File: config.mk
export PLATFORM = sky130hd
export DESIGN_NAME = wifi_frame_fcs_station_classifier_top
export DESIGN_NICKNAME = d
export VERILOG_FILES = /design/src/rtl/wffcs_pkg.sv /design/src/rtl/wifi_frame_fcs_station_classifier_top.sv
export SDC_FILE = /design/constraint.sdc
export NUM_CORES = 1
export LEC_CHECK = 0
export BUFFER_PORTS_ARGS = -buffer_cell sky130_fd_sc_hd__buf_2
export CORE_MARGIN = 3
export CORE_UTILIZATION = 57
export DETAILED_ROUTE_END_ITERATION = 8
export PLACE_DENSITY = 0.75
export SKIP_LAST_GASP = 1
export SLEW_MARGIN = 30
export SYNTH_ARGS = -nofsm -noshare
export SYNTH_HDL_FRONTEND = slang
export SYNTH_SLANG_ARGS = --single-unit
File: constraint.sdc
create_clock -name clk -period 5.83 [get_ports clk]
set_input_delay 0.583 -clock clk [delete_from_list [all_inputs] [get_ports clk]]
set_output_delay 0.583 -clock clk [all_outputs]
set_load 0.01 [all_outputs]
File: src/rtl/wffcs_pkg.sv
// ----------------------------------------------------------------------------
// wffcs_pkg
// Shared types, constants and the CRC-32 byte update for the 802.11 frame
// FCS checker and station classifier.
// ----------------------------------------------------------------------------
package wffcs_pkg;

	// Reflected CRC-32 polynomial and start value.
	localparam logic [31:0] CRC_POLY = 32'hEDB8_8320;
	localparam logic [31:0] CRC_INIT = 32'hFFFF_FFFF;

	// Reset values of the configuration registers.
	localparam logic [15:0] MIN_CAPTURE_RESET  = 16'd39;
	localparam logic [15:0] MIN_RADIOTAP_RESET = 16'd15;
	localparam logic [15:0] MAX_RADIOTAP_RESET = 16'd50;
	localparam logic [15:0] MIN_MAC_RESET      = 16'd14;

	// Smallest MAC start: the radiotap preamble occupies bytes 0 to 3.
	localparam logic [15:0] HDR_BYTES = 16'd4;
	localparam logic [15:0] FCS_BYTES = 16'd4;

	// Configuration register indexes.
	typedef enum logic [1:0] {
		CFG_MIN_CAPTURE  = 2'd0,
		CFG_MIN_RADIOTAP = 2'd1,
		CFG_MAX_RADIOTAP = 2'd2,
		CFG_MIN_MAC      = 2'd3
	} cfg_index_t;

	// Result classification codes.
	typedef enum logic [2:0] {
		CLS_CORRUPT   = 3'd0,
		CLS_CONTROL   = 3'd1,
		CLS_DATA_EXCL = 3'd2,
		CLS_STATION   = 3'd3,
		CLS_UNDEF     = 3'd4
	} frame_class_t;

	// 802.11 frame type codes.
	typedef enum logic [1:0] {
		FT_MGMT     = 2'd0,
		FT_CTRL     = 2'd1,
		FT_DATA     = 2'd2,
		FT_RESERVED = 2'd3
	} frame_type_t;

	// Which address names the station.
	typedef enum logic [1:0] {
		CH_NONE  = 2'd0,
		CH_ADDR1 = 2'd1,
		CH_ADDR2 = 2'd2
	} addr_choice_t;

	typedef addr_choice_t mgmt_table_t [16];
	typedef addr_choice_t ds_table_t [4];

	// Station address choice per management subtype.
	localparam mgmt_table_t MGMT_CHOICE = '{
		CH_ADDR2, CH_ADDR1, CH_ADDR2, CH_ADDR1, CH_ADDR2, CH_ADDR1, CH_NONE,  CH_NONE,
		CH_ADDR1, CH_ADDR1, CH_ADDR2, CH_ADDR2, CH_ADDR2, CH_ADDR2, CH_NONE,  CH_NONE
	};

	// Station address choice per toDS/fromDS code of a data frame.
	localparam ds_table_t DS_CHOICE = '{CH_NONE, CH_ADDR2, CH_ADDR1, CH_NONE};

	// One byte of the reflected CRC-32, bit by bit.
	function automatic logic [31:0] crc_byte(input logic [31:0] crc, input logic [7:0] b);
		logic [31:0] c;
		c = crc ^ {24'd0, b};
		for (int k = 0; k < 8; k++) begin
			c = c[0] ? ((c >> 1) ^ CRC_POLY) : (c >> 1);
		end
		return c;
	endfunction

endpackage

File: src/rtl/wifi_frame_fcs_station_classifier_top.sv
// ----------------------------------------------------------------------------
// wifi_frame_fcs_station_classifier_top
// Checks the FCS of captured 802.11 frames with a radiotap header, one byte
// per word, and classifies the transmitting or receiving station.
// ----------------------------------------------------------------------------
// Datapath: a byte word is registered in the input register, then processed;
// the result of a frame is loaded from there into the result register.
// Throughput: one byte per cycle while a held result does not stall the byte channel.
// Reset: arst_n clears the frame state, the word valid flags and loads the
// configuration registers with their default bounds.
module wifi_frame_fcs_station_classifier_top
	import wffcs_pkg::*;
(
	input  logic        clk,
	input  logic        arst_n,

	// Byte channel.
	input  logic        byte_valid,
	output logic        byte_stall,
	input  logic [7:0]  data_byte,
	input  logic        last_byte,

	// Result channel.
	output logic        result_valid,
	input  logic        result_stall,
	output logic        fcs_ok,
	output logic [2:0]  frame_class,
	output logic [47:0] station_address,
	output logic [15:0] frame_bytes,

	// Configuration write channel.
	input  logic        cfg_valid,
	output logic        cfg_ready,
	input  logic [1:0]  cfg_index,
	input  logic [15:0] cfg_data
);

	// Configuration registers.
	logic [15:0] min_capture_q, min_radiotap_q, max_radiotap_q, min_mac_q;

	// Input register.
	logic        valid_s1;
	logic [7:0]  byte_s1;
	logic        last_s1;

	// Frame state.
	logic [15:0] byte_count_q;
	logic [15:0] rt_len_q;
	logic [31:0] crc_q;
	logic [7:0]  fcs_dl_q [4];
	logic [7:0]  fc_low_q, fc_high_q;
	logic [47:0] addr1_q, addr2_q;
	logic        overflow_q;

	// Next frame state.
	logic [15:0] nx_count;
	logic [15:0] nx_rt_len;
	logic [31:0] nx_crc;
	logic [7:0]  nx_dl [4];
	logic [7:0]  nx_fc_low, nx_fc_high;
	logic [47:0] nx_addr1, nx_addr2;
	logic        nx_overflow;

	// Result register.
	logic        res_valid_q;
	logic        res_ok_q;
	logic [2:0]  res_class_q;
	logic [47:0] res_addr_q;
	logic [15:0] res_bytes_q;

	logic        adv;
	logic [15:0] mac_start, mac_idx, mac_len;
	logic        frame_ok;
	frame_class_t cls;
	logic [47:0] cls_addr;
	logic [31:0] fcs_word;
	frame_type_t ftype;
	addr_choice_t choice;

	// The pipe moves whenever the result register is free or being taken.
	assign adv        = !res_valid_q || !result_stall;
	assign byte_stall = valid_s1 && !adv;
	assign cfg_ready  = 1'b1;

	// Configuration writes.
	always_ff @(posedge clk or negedge arst_n) begin
		if (!arst_n) begin
			min_capture_q  <= MIN_CAPTURE_RESET;
			min_radiotap_q <= MIN_RADIOTAP_RESET;
			max_radiotap_q <= MAX_RADIOTAP_RESET;
			min_mac_q      <= MIN_MAC_RESET;
		end else if (cfg_valid && cfg_ready) begin
			case (cfg_index_t'(cfg_index))
				CFG_MIN_CAPTURE:  min_capture_q  <= cfg_data;
				CFG_MIN_RADIOTAP: min_radiotap_q <= cfg_data;
				CFG_MAX_RADIOTAP: max_radiotap_q <= cfg_data;
				CFG_MIN_MAC:      min_mac_q      <= cfg_data;
				default:          min_mac_q      <= min_mac_q;
			endcase
		end
	end

	// Input word register.
	always_ff @(posedge clk or negedge arst_n) begin
		if (!arst_n) begin
			valid_s1 <= 1'b0;
		end else if (byte_valid && !byte_stall) begin
			valid_s1 <= 1'b1;
		end else if (adv) begin
			valid_s1 <= 1'b0;
		end
	end

	always_ff @(posedge clk) begin
		if (byte_valid && !byte_stall) begin
			byte_s1 <= data_byte;
			last_s1 <= last_byte;
		end
	end

	// Byte update of the frame state.
	always_comb begin
		nx_count    = byte_count_q;
		nx_rt_len   = rt_len_q;
		nx_crc      = crc_q;
		nx_dl       = fcs_dl_q;
		nx_fc_low   = fc_low_q;
		nx_fc_high  = fc_high_q;
		nx_addr1    = addr1_q;
		nx_addr2    = addr2_q;
		nx_overflow = overflow_q;
		mac_start   = (rt_len_q < HDR_BYTES) ? HDR_BYTES : rt_len_q;
		mac_idx     = byte_count_q - mac_start;
		if (overflow_q || byte_count_q == 16'hFFFF) begin
			nx_overflow = 1'b1;
		end else begin
			nx_count = byte_count_q + 16'd1;
			if (byte_count_q == 16'd2) begin
				nx_rt_len[7:0] = byte_s1;
			end
			if (byte_count_q == 16'd3) begin
				nx_rt_len[15:8] = byte_s1;
			end
			if (byte_count_q >= HDR_BYTES && byte_count_q >= mac_start) begin
				if (mac_idx == 16'd0) begin
					nx_fc_low = byte_s1;
				end else if (mac_idx == 16'd1) begin
					nx_fc_high = byte_s1;
				end else if (mac_idx >= 16'd4 && mac_idx <= 16'd9) begin
					nx_addr1 = {addr1_q[39:0], byte_s1};
				end else if (mac_idx >= 16'd10 && mac_idx <= 16'd15) begin
					nx_addr2 = {addr2_q[39:0], byte_s1};
				end
				nx_dl[3] = fcs_dl_q[2];
				nx_dl[2] = fcs_dl_q[1];
				nx_dl[1] = fcs_dl_q[0];
				nx_dl[0] = byte_s1;
				if (mac_idx >= 16'd4) begin
					nx_crc = crc_byte(crc_q, fcs_dl_q[3]);
				end
			end
		end
	end

	// Length bounds and FCS compare on the updated state.
	always_comb begin
		mac_len  = nx_count - nx_rt_len;
		fcs_word = {nx_dl[0], nx_dl[1], nx_dl[2], nx_dl[3]};
		frame_ok = !nx_overflow
			&& !(nx_count < min_capture_q)
			&& !(nx_rt_len > max_radiotap_q) && !(nx_rt_len < min_radiotap_q)
			&& !(nx_rt_len < HDR_BYTES) && !(nx_count < nx_rt_len)
			&& !(mac_len < min_mac_q) && !(mac_len < FCS_BYTES)
			&& (~nx_crc == fcs_word);
	end

	// Station classification.
	always_comb begin
		ftype    = frame_type_t'(nx_fc_low[3:2]);
		choice   = CH_NONE;
		cls      = CLS_CORRUPT;
		cls_addr = 48'd0;
		case (ftype)
			FT_MGMT: choice = MGMT_CHOICE[nx_fc_low[7:4]];
			FT_DATA: choice = DS_CHOICE[nx_fc_high[1:0]];
			default: choice = CH_NONE;
		endcase
		if (frame_ok) begin
			if (ftype == FT_CTRL) begin
				cls = CLS_CONTROL;
			end else if (ftype == FT_DATA &&
					(nx_fc_high[1:0] == 2'd0 || nx_fc_high[1:0] == 2'd3)) begin
				cls = CLS_DATA_EXCL;
			end else begin
				case (choice)
					CH_ADDR1: begin
						cls      = CLS_STATION;
						cls_addr = nx_addr1;
					end
					CH_ADDR2: begin
						cls      = CLS_STATION;
						cls_addr = nx_addr2;
					end
					default: cls = CLS_UNDEF;
				endcase
			end
		end
	end

	// Frame state registers; the last byte of a frame clears them.
	always_ff @(posedge clk or negedge arst_n) begin
		if (!arst_n) begin
			byte_count_q <= 16'd0;
			rt_len_q     <= 16'd0;
			crc_q        <= CRC_INIT;
			fcs_dl_q     <= '{default: 8'd0};
			fc_low_q     <= 8'd0;
			fc_high_q    <= 8'd0;
			addr1_q      <= 48'd0;
			addr2_q      <= 48'd0;
			overflow_q   <= 1'b0;
		end else if (valid_s1 && adv) begin
			if (last_s1) begin
				byte_count_q <= 16'd0;
				rt_len_q     <= 16'd0;
				crc_q        <= CRC_INIT;
				fcs_dl_q     <= '{default: 8'd0};
				fc_low_q     <= 8'd0;
				fc_high_q    <= 8'd0;
				addr1_q      <= 48'd0;
				addr2_q      <= 48'd0;
				overflow_q   <= 1'b0;
			end else begin
				byte_count_q <= nx_count;
				rt_len_q     <= nx_rt_len;
				crc_q        <= nx_crc;
				fcs_dl_q     <= nx_dl;
				fc_low_q     <= nx_fc_low;
				fc_high_q    <= nx_fc_high;
				addr1_q      <= nx_addr1;
				addr2_q      <= nx_addr2;
				overflow_q   <= nx_overflow;
			end
		end
	end

	// Result register.
	always_ff @(posedge clk or negedge arst_n) begin
		if (!arst_n) begin
			res_valid_q <= 1'b0;
		end else if (adv) begin
			res_valid_q <= valid_s1 && last_s1;
		end
	end

	always_ff @(posedge clk) begin
		if (adv && valid_s1 && last_s1) begin
			res_ok_q    <= frame_ok;
			res_class_q <= cls;
			res_addr_q  <= cls_addr;
			res_bytes_q <= nx_overflow ? 16'hFFFF : nx_count;
		end
	end

	assign result_valid    = res_valid_q;
	assign fcs_ok          = res_ok_q;
	assign frame_class     = res_class_q;
	assign station_address = res_addr_q;
	assign frame_bytes     = res_bytes_q;

	// A stalled byte word only waits behind a held result.
	a_stall_cause: assert property (@(posedge clk) disable iff (!arst_n)
		byte_stall |-> (valid_s1 && res_valid_q && result_stall))
		else $error("byte word stalled without a held result");

	// The end of a frame leaves the frame state cleared.
	a_frame_clear: assert property (@(posedge clk) disable iff (!arst_n)
		(valid_s1 && last_s1 && adv) |=> (byte_count_q == 16'd0 && crc_q == CRC_INIT
			&& !overflow_q))
		else $error("frame state not cleared after last byte");

	// An fcs_ok result never reports a corrupt frame, and a failed one reports nothing else.
	a_ok_class: assert property (@(posedge clk) disable iff (!arst_n)
		res_valid_q |-> (res_ok_q == (res_class_q != CLS_CORRUPT)))
		else $error("fcs_ok disagrees with frame_class");

	// Only a found station carries an address.
	a_addr_zero: assert property (@(posedge clk) disable iff (!arst_n)
		(res_valid_q && res_class_q != CLS_STATION) |-> (res_addr_q == 48'd0))
		else $error("station address set without a found station");

endmodule
==> results.txt <==
----------------------------------------------------
[Run status]
  Run status ... finished with violations
  Violations in the final reports ... setup timing

[GRT]
  Sum of overflow across all layers after global routing ... 0
  Vias in the first global route ... approximately 19000
  Wire length of the first global-routing pass ... approximately 110000 µm
  Pin count of the biggest net entering global routing ... 150
  Overall fraction of global-route tracks in use ... 32.29%
  Number of antenna violations at the first check in global routing ... 0

[Floorplanning]
  I/O pins ... 103
  Die X-Extent ... around 200 µm
  Core box area ... approximately 0.037 mm²
  Die Y ... about 200 µm
  Num rows ... 70
  Starting utilization of the core area ... about three fifths
  Die area ... 0.04026 mm²

[Setup path]
  Cell mode on critical path ... buf_4
  Required arrival time at the worst endpoint ... around 6.2 ns
  Count of cells along the worst register-to-register path ... 29
  Crit path max-delay cell type ... dfrtp_1
  Data arrival time of the worst path ... 6.28 ns
  Worst setup path class ... register to register
  Buf/Inv on CP ... 6
  Delay-heaviest family, CP ... compound AO/OA/AOI/OAI gates
  Critical path peak fanout ... 7
  Critical Path Start Type ... register
  Stages on the worst setup path ... 29
  Peak per-stage delay on the critical path ... 0.39 ns
  Endpoint class of the critical path ... register

[Clock tree]
  Root buf cell ... clkbuf_16
  Clock-pin slew on the worst setup and hold paths ... 0.06 ns
  Clock latency of the later-clocked register in the worst-skew pair ... between 0.5 and 0.6 ns
  TritonCTS clock tree ... done
  Clock buffer depth ... 3
  Htree depth ... 2
  Inserted Clock Buffers ... 39
  Sinks on Clock Net ... approximately 340

[Logic synthesis]
  Post-synthesis instance total ... approximately 2300
  Count of flip-flops with a built-in enable after synthesis ... 77
  Ys flop type ... dfrtp_1
  Synthesized area ... 0.02159 mm²
  Synthesis Warnings ... 0
  FF+latch count, synth ... around 340
  Sequential cell area fraction in the yosys report ... 41.91%
  Net count of the mapped netlist ... between 2000 and 2500
  Number of library cell types mapped by synthesis ... 98
  Share of async-settable or async-resettable flops after synthesis ... between 70% and 80%
  Post-synthesis average cell area ... a little over 9 µm²

[Placed design]
  Number of port buffers ... about 100
  Weighted congestion at the end of routability-driven global placement ... approximately 0.95
  HPWL after DPL ... approximately 47000 µm

[STA]
  Time the final worst path needs with I/O delays and setup ... roughly 5.9 ns
  Slew headroom ... 42.09%
  Highest Clock Rate ... between 150 and 200 MHz
  Final setup vio count ... 37
  Number of hold violations in the final report ... 0
  Post-route fraction of the period consumed by the critical path ... 101.3%
  Layout Skew ... roughly 0.023 ns
  Worst Max-Slew Pin Slew ... between 0.8 and 0.9 ns
  Setup repair after global routing missed its margin ... yes
  Count of final max-slew check failures ... 0
  Fin worst setup slack ... -0.07649 ns

[Cells and area]
  Antenna diode count ... 0
  Area growth syn-to-layout ... 22.88%
  Multi-input logic area ... around 0.012 mm²
  Final #Nets ... 2684
  Final cell utilization of the core ... a little under three quarters
  Final-layout fill cell count ... 2780
  Top library cells by usage in the layout, fill and taps aside ... 234 x nand2_1, 225 x buf_4, 221 x dfrtp_1, 176 x o21ai_0, 144 x nor2_1
  Ratio of cells with drive above 1 in the final layout ... 26.79%
  Area taken by flip-flops and latches ... between 0.009 and 0.01 mm²
  Commonest non-fill, non-tap cell in the layout ... nand2_1

[Routing]
  Routed Wire Length ... 69220 µm
  Final routed DRC violation total ... 0
  WL/cell ... about 22 µm
  Vias per cell ... around 6.4
  Drt first pass iters ... 7
  Drt first-iter violations ... around 1800
  Antenna-violating nets left ... 0
  Via Count ... 19866

[Pwr]
  P_leak ... 11.25 nW
  Peak supply drop ... 0.3230 mV
  Total power density per cell area ... around 420 mW/mm²
  Total power ... ~11 mW

[Min path]
  Hold path depth ... 1
  Class of the worst hold path ... input port to register

[Job]
  Count of max-cap constraint violations ... 0

----------------------------------------------------
[timing repair]
action	CTS	global route
setup buffers	5	26
gates cloned	3	7
hold endpoints to repair	0	12
setup endpoints to repair	52	52
pin swaps	13	44
hold buffers	0	1
gates resized for setup	49	137
[state kept, by name (all words and copies together) (netlist names)]
register and cells:
frame_class 3, byte_s1 8, addr1_q 48, byte_count_q 16
valid_s1 1, min_radiotap_q 16, fcs_ok 1, rt_len_q 16
station_address 48, fc_low_q 6, min_mac_q 16, fcs_dl_q 32
max_radiotap_q 16, fc_high_q 2, frame_bytes 16, crc_q 32
min_capture_q 16, overflow_q 1, result_valid 1, last_s1 1
addr2_q 48
[logic make-up after synthesis]
family	after synthesis	synth area share, %
muxes	78	3.934
and+or+nand+nor	678	14.92
adders and majority gates	104	6.095
other	1	0.01737
xor gates and xnor gates	161	6.825
buffers and inverters	306	5.661
AOI/OAI and AO/OA	658	20.63
DFF	344	41.91
[layer usage]
layer  routed length (µm)  track usage [%]  vias to the layer above
met4                 2577            10.29                        0
li1                     -                -                     8909
met2                32450            51.91                      920
met5                    0                0                        -
met3                 5438            5.043                      179
met1                28750            45.28                     9858
[cells in the mapped netlist (67+ instances only)]
cell type  count  area share (%)
dfrtp_1      221              26
o21ai_0      181             4.2
nand3_1       92             2.1
clkbuf_1     148             2.6
a21oi_1      106             2.5
a22o_1        98             4.0
nor2_1       149             2.6
inv_1        121             2.1
nor4_1        67             1.9
xnor2_1      114             4.6
nand2_1      238             4.1
ha_1         102             5.9
edfxtp_1      77              11
[worst paths after layout]
path                                       start             endpoint  slack, ns
max in group asynchronous                 arst_n     byte_count_q[10]       4.26
worst max-delay path            byte_count_q[14]  station_address[32]      -0.08
worst min-delay path                data_byte[6]           byte_s1[6]       0.19
worst min register to register      fc_high_q[1]         fc_high_q[1]       0.51
worst max register to register  byte_count_q[14]  station_address[32]      -0.08
min in group asynchronous                 arst_n         fcs_dl_q[26]       0.45
[layout make-up]
cell class,count,share of cell area (%)
clock buffer,53,4.102
clock inverter,19,0.6885
inverter,122,1.726
multi-input combinational,1680,46.33
sequential,344,34.11
tap,504,2.377
timing repair buffer,361,10.66
[metrics by stage]
step           area (µm²)  hold WS, ns  TNS, ns  std cells  setup slack, ns
2_1_floorplan       21600       0.2874        0       2330         0.005604
3_3_place_gp        23850       0.4657   -11.46       2972          -0.2380
3_5_place_dp        23860       0.4864   -18.77       2972          -0.4535
4_1_cts             25500       0.1116        0       3051         0.009297
5_1_grt             26530       0.1751   -17.53       3083          -0.4524
6_report            26530       0.1875   -1.048       3083         -0.07649
[report_power, final]
part | switching (mW) | internal (mW)
registers | 0.335 | 2.82
clock network | 1.04 | 1.41
logic | 3.17 | 2.34
Note: power is estimated with default switching activity, not from simulation.
